### src/rtl/assert_macros.svh
// Assertion macros shared by the RTL of the highway LSTM cell update block.
// Clocked, reset-qualified and plain clocked forms; empty under SYNTHESIS.
`ifndef ASSERT_MACROS_SVH
`define ASSERT_MACROS_SVH
`ifndef SYNTHESIS
`define HLC_ASSERT_RST(label, clk, rst_n, prop, msg) \
	label: assert property (@(posedge clk) disable iff (!rst_n) prop) \
		else $error(msg);
`define HLC_ASSERT_CLK(label, clk, prop, msg) \
	label: assert property (@(posedge clk) prop) else $error(msg);
`else
`define HLC_ASSERT_RST(label, clk, rst_n, prop, msg)
`define HLC_ASSERT_CLK(label, clk, prop, msg)
`endif
`endif

### src/rtl/hlc_pkg.sv
// Package for the highway LSTM cell update: gate codes, Q16.16 constants,
// the shared multiplier request type, rounding/saturation and table helpers.
// No dependencies.
`timescale 1ns / 1ps
`default_nettype none

package hlc_pkg;

	localparam int HLC_DATA_WIDTH = 32;
	localparam int HLC_ACT_DEPTH  = 256;
	localparam int HLC_ACT_W      = 17;
	localparam int HLC_MUL_W      = 33;
	localparam int HLC_QS_W       = 50;
	localparam int HLC_SUM_W      = 51;
	localparam int HLC_Q_ONE      = 65536;

	localparam longint HLC_TANH_SPAN = 524288;
	localparam longint HLC_Q30_ONE   = 64'sd1073741824;
	localparam longint HLC_TAYLOR_DIV [1:14] = '{1, 2, 3, 4, 5, 6, 7, 8, 9, 10, 11, 12, 13, 14};

	localparam logic [2:0] HLC_GATE_INPUT  = 3'd0;
	localparam logic [2:0] HLC_GATE_FORGET = 3'd1;
	localparam logic [2:0] HLC_GATE_CAND   = 3'd2;
	localparam logic [2:0] HLC_GATE_OUTPUT = 3'd3;
	localparam logic [2:0] HLC_GATE_CARRY  = 3'd4;
	localparam logic [2:0] HLC_GATE_FINISH = 3'd5;

	localparam logic signed [HLC_SUM_W-1:0] HLC_SAT_HI =
		HLC_SUM_W'((64'sd1 <<< (HLC_DATA_WIDTH - 1)) - 64'sd1);
	localparam logic signed [HLC_SUM_W-1:0] HLC_SAT_LO =
		HLC_SUM_W'(-(64'sd1 <<< (HLC_DATA_WIDTH - 1)));

	typedef struct packed {
		logic                        en;
		logic signed [HLC_MUL_W-1:0] a;
		logic signed [HLC_MUL_W-1:0] b;
	} hlc_mul_req_t;

	// Q16.16 product rounding: (p + 0.5) floored
	function automatic logic signed [HLC_QS_W-1:0] hlc_qs(input logic signed [2*HLC_MUL_W-1:0] p);
		logic signed [2*HLC_MUL_W-1:0] t;
		t = p + (2*HLC_MUL_W)'(32768);
		return t[2*HLC_MUL_W-1:16];
	endfunction

	function automatic logic signed [HLC_DATA_WIDTH-1:0] hlc_sat(
		input logic signed [HLC_SUM_W-1:0] v);
		logic signed [HLC_DATA_WIDTH-1:0] r;
		if (v > HLC_SAT_HI)
			r = HLC_SAT_HI[HLC_DATA_WIDTH-1:0];
		else if (v < HLC_SAT_LO)
			r = HLC_SAT_LO[HLC_DATA_WIDTH-1:0];
		else
			r = v[HLC_DATA_WIDTH-1:0];
		return r;
	endfunction

	// exp(-y) in Q30 for y in Q16.16 up to 16.0; elaboration use only
	function automatic longint hlc_exp_neg_q30(input longint y);
		longint term;
		longint sum;
		longint unsigned s;
		term = HLC_Q30_ONE;
		sum  = HLC_Q30_ONE;
		for (int k = 1; k <= 14; k++) begin
			term = ((term * y) >>> 20) / HLC_TAYLOR_DIV[k];
			if ((k & 1) != 0)
				sum = sum - term;
			else
				sum = sum + term;
		end
		if (sum < 0)
			sum = 0;
		if (sum > HLC_Q30_ONE)
			sum = HLC_Q30_ONE;
		s = longint'(sum);
		for (int n = 0; n < 4; n++)
			s = (s * s) >> 30;
		return longint'(s);
	endfunction

endpackage

`default_nettype wire

### src/rtl/hlc_mul_unit.sv
// Shared signed 33x33 multiplier with registered product.
// Driven by a request struct from the sequencer. Depends on hlc_pkg.
`timescale 1ns / 1ps
`default_nettype none

module hlc_mul_unit import hlc_pkg::*; (
	input  wire logic                            clk,
	input  wire hlc_mul_req_t                    req,
	output logic signed [2*HLC_MUL_W-1:0]        prod_q
);

	always_ff @(posedge clk) begin
		if (req.en) begin
			prod_q <= req.a * req.b;
		end
	end

endmodule

`default_nettype wire

### config.mk
export PLATFORM = sky130hd
export DESIGN_NAME = hlc_mul_unit
export DESIGN_NICKNAME = d
export VERILOG_FILES = /design/src/rtl/assert_macros.svh /design/src/rtl/hlc_pkg.sv /design/src/rtl/hlc_mul_unit.sv
export SDC_FILE = /design/constraint.sdc
export NUM_CORES = 2
export LEC_CHECK = 0
export BUFFER_PORTS_ARGS = -buffer_cell sky130_fd_sc_hd__buf_4
export CAP_MARGIN = 20
export CORE_ASPECT_RATIO = 1.25
export CORE_UTILIZATION = 60
export DETAILED_ROUTE_END_ITERATION = 6
export PLACE_DENSITY = 0.77
export REMOVE_ABC_BUFFERS = 1
export SLEW_MARGIN = 25
export SYNTH_ARGS = -nofsm -noshare
export SYNTH_HDL_FRONTEND = slang
export SYNTH_SLANG_ARGS = --single-unit
export TNS_END_PERCENT = 10
### constraint.sdc
create_clock -name clk -period 20.2 [get_ports clk]
set_input_delay 1.01 -clock clk [delete_from_list [all_inputs] [get_ports clk]]
set_output_delay 1.01 -clock clk [all_outputs]
set_load 0.02 [all_outputs]
==> results_dict.tcl <==
set metrics [dict create \
    min_delay_path_depth 2 \
    yosysMostFrequentCell "fa_1" \
    synth_edf_count 66 \
    grtUsageTotal 0.3175 \
    ys_ff_latch 66 \
    syn_inst 4338 \
    synth_area_um2 41390 \
    die_w_um 236.9 \
    antenna_found_initial 1 \
    cp_max_fo 33 \
    worstHoldEndpoint "prod_q[0]" \
    path_common_cell "fa_1" \
    synth_area_leaders "fa_1 55%, inv_1 10%, and2_1 8.5%" \
    cp_slowest_cell "fa_1" \
    hpwl_mm 85.11 \
    drt_iter0_markers 1552 \
    place.gp.congestion 0.9342 \
    ys_warn_count 0 \
    grt_pass1_vias 32470 \
    arrival_ns 8.69 \
    min_from "req[0]" \
    via_count 29010 \
    tns_ns 0 \
    grt_pass1_wl_mm 169.9 \
    hold_viol 0 \
    grt_overflow 0 \
    tritoncts "yes" \
    yosysTopAreaCell "fa_1" \
    worst_slew_pin_slew_ns 0.9463 \
    top_regs "prod_q x66" \
    required_ns 20.37 \
    final_cells 5140 \
    ys_types 80 \
    setup_viol 0 \
    vias_per_cell 5.644 \
    endpoint_kind "flop" \
    fmax_mhz 117.5 \
    cts_buffer_depth 2 \
    cts_sinks 66 \
    h-tree-depth 3 \
    worstSetupStartpointType "primary input" \
    drive_gt1_frac 0.04429 \
    status "completed" \
    cts_root_buf "clkbuf_16" \
    avgSynthCellArea_um2 9.542 \
    worstPathCellList "buf_4 > nand2_1 > fa_1 > fa_1 > fa_1 > inv_1 > fa_1 > fa_1 > fa_1 > fa_1 > inv_1 > fa_1 > inv_1 > ha_1 > nand3_1 > nor2_1 > nand2_1 > nor3_1 > o311ai_4 > nand3_2 > a211oi_1 > a311oi_1" \
    postRouteAntennaNets 0 \
    synth_ff_type "edfxtp_1" \
    ctsHoldBuffers 0 \
    nNetsFinal 5692 \
    dp.cells 5123 \
    coreArea_um2 68140 \
    start_util 0.6075 \
    netlist.area_leader.share 0.5537 \
    period_share 0.4214 \
    grt_max_degree 67 \
    firstDrtPassIters 5 \
    cts_buffers 9 \
    largest-register "prod_q" \
    syn2layout_area_growth_pct 3.875 \
    timing.hold.ws_ns 1.209 \
    clk_pin_slew_ns 0.07 \
    cpPeakStageDelay_ns 0.77 \
    final_max_slew_viol_count 0 \
    port_buffers 133 \
    hp-class "in2reg" \
    fin_crit_ns 8.513 \
    drv_cap 0 \
    slew-limit-headroom 0.3691 \
    routed_wl_mm 104.7 \
    rsz0062_at_grt "false" \
    path_class "in2reg" \
    die_y_um 295.7 \
    rows 107 \
    post-cts-setup-buffer-count 0 \
    io_pins 134 \
    yosysSeqAreaShare 0.04788 \
    die_area_um2 70050 \
    synthTopCellsByCount "1145 x fa_1, 1131 x inv_1, 562 x and2_1, 551 x nand2_1, 217 x ha_1" \
    cts_resized 0 \
    largest_reg_flops 66 \
    route.detailed.drc 0 \
    async_reset_ff_frac 0 \
    wl_per_cell_um 20.37 \
]
[cell usage in the layout (no fill, tap or decap), types with 12 or more instances in the layout]
cell type  count
a21oi_1       57
and2_1       562
nand3_1       25
ha_1         217
o21ai_0       25
inv_1       1131
xnor2_1       43
nor2_1        68
nand2b_1      12
a21o_1        36
xor2_1        25
edfxtp_1      66
buf_4        134
nand2_1      551
fa_1        1143
[per-layer routing]
| metal | vias up | GRT usage | wire, µm |
|---|---|---|---|
| met5 | - | 0 | 13 |
| met1 | 15290 | 0.3652 | 36480 |
| met2 | 1117 | 0.5771 | 55700 |
| met4 | 2 | 0.1775 | 6567 |
| met3 | 379 | 0.03695 | 5931 |
| li1 | 12220 | - | - |
[critical path: cells and delay by family]
| kind | cells | cell delay [ns] |
|---|---|---|
| compound gates | 3 | 0.66 |
| fa+ha+maj | 9 | 4.82 |
| buf+inv | 4 | 0.52 |
| simple gates | 6 | 1.62 |
[through the flow]
step	worst slack (ns)	utilization	area, µm²
after floorplan	12.18	-	40540
after global placement	11.27	0.6257	42640
after detailed placement	11.38	0.6258	42650
after CTS	11.75	0.6310	43000
after global routing	11.38	0.6310	43000
final	11.69	0.6310	43000
[cell type report]
class / count / area, µm²
multi-input combinational: 2920 / 34320
fill: 5548 / 25150
inverter: 1131 / 4245
sequential: 66 / 1982
tap: 872 / 1091
timing repair buffer: 134 / 1006
clock buffer: 9 / 225.2
clock inverter: 7 / 125.1
antenna: 1 / 2.502
[how the worst max path moves through the flow]
| stage | startpoint | end | slack (ns) |
|---|---|---|---|
| after global placement | req[65] | prod_q[62] | 11.27 |
| after detailed placement | req[32] | prod_q[64] | 11.38 |
| after global routing | req[65] | prod_q[64] | 11.38 |
| final | req[9] | prod_q[64] | 11.69 |
| after CTS | req[32] | prod_q[64] | 11.75 |
| after floorplan | req[0] | prod_q[62] | 12.18 |
[cells by family (layout without fill, tap and decap cells)]
family,count (synthesis),in the layout,synth area share
other,0,1,0
XOR/XNOR,68,68,0.01439
buffers and inverters,1352,1281,0.1231
AND/OR/NAND/NOR,1271,1271,0.1553
AO/OA/AOI/OAI,219,219,0.04002
flip-flops,66,66,0.04788
adder cells (fa/ha/maj),1362,1362,0.6193
Power is left out: the tool's default activity adds up to more than one toggle a clock period on the data nets, which glitch-free logic cannot reach.
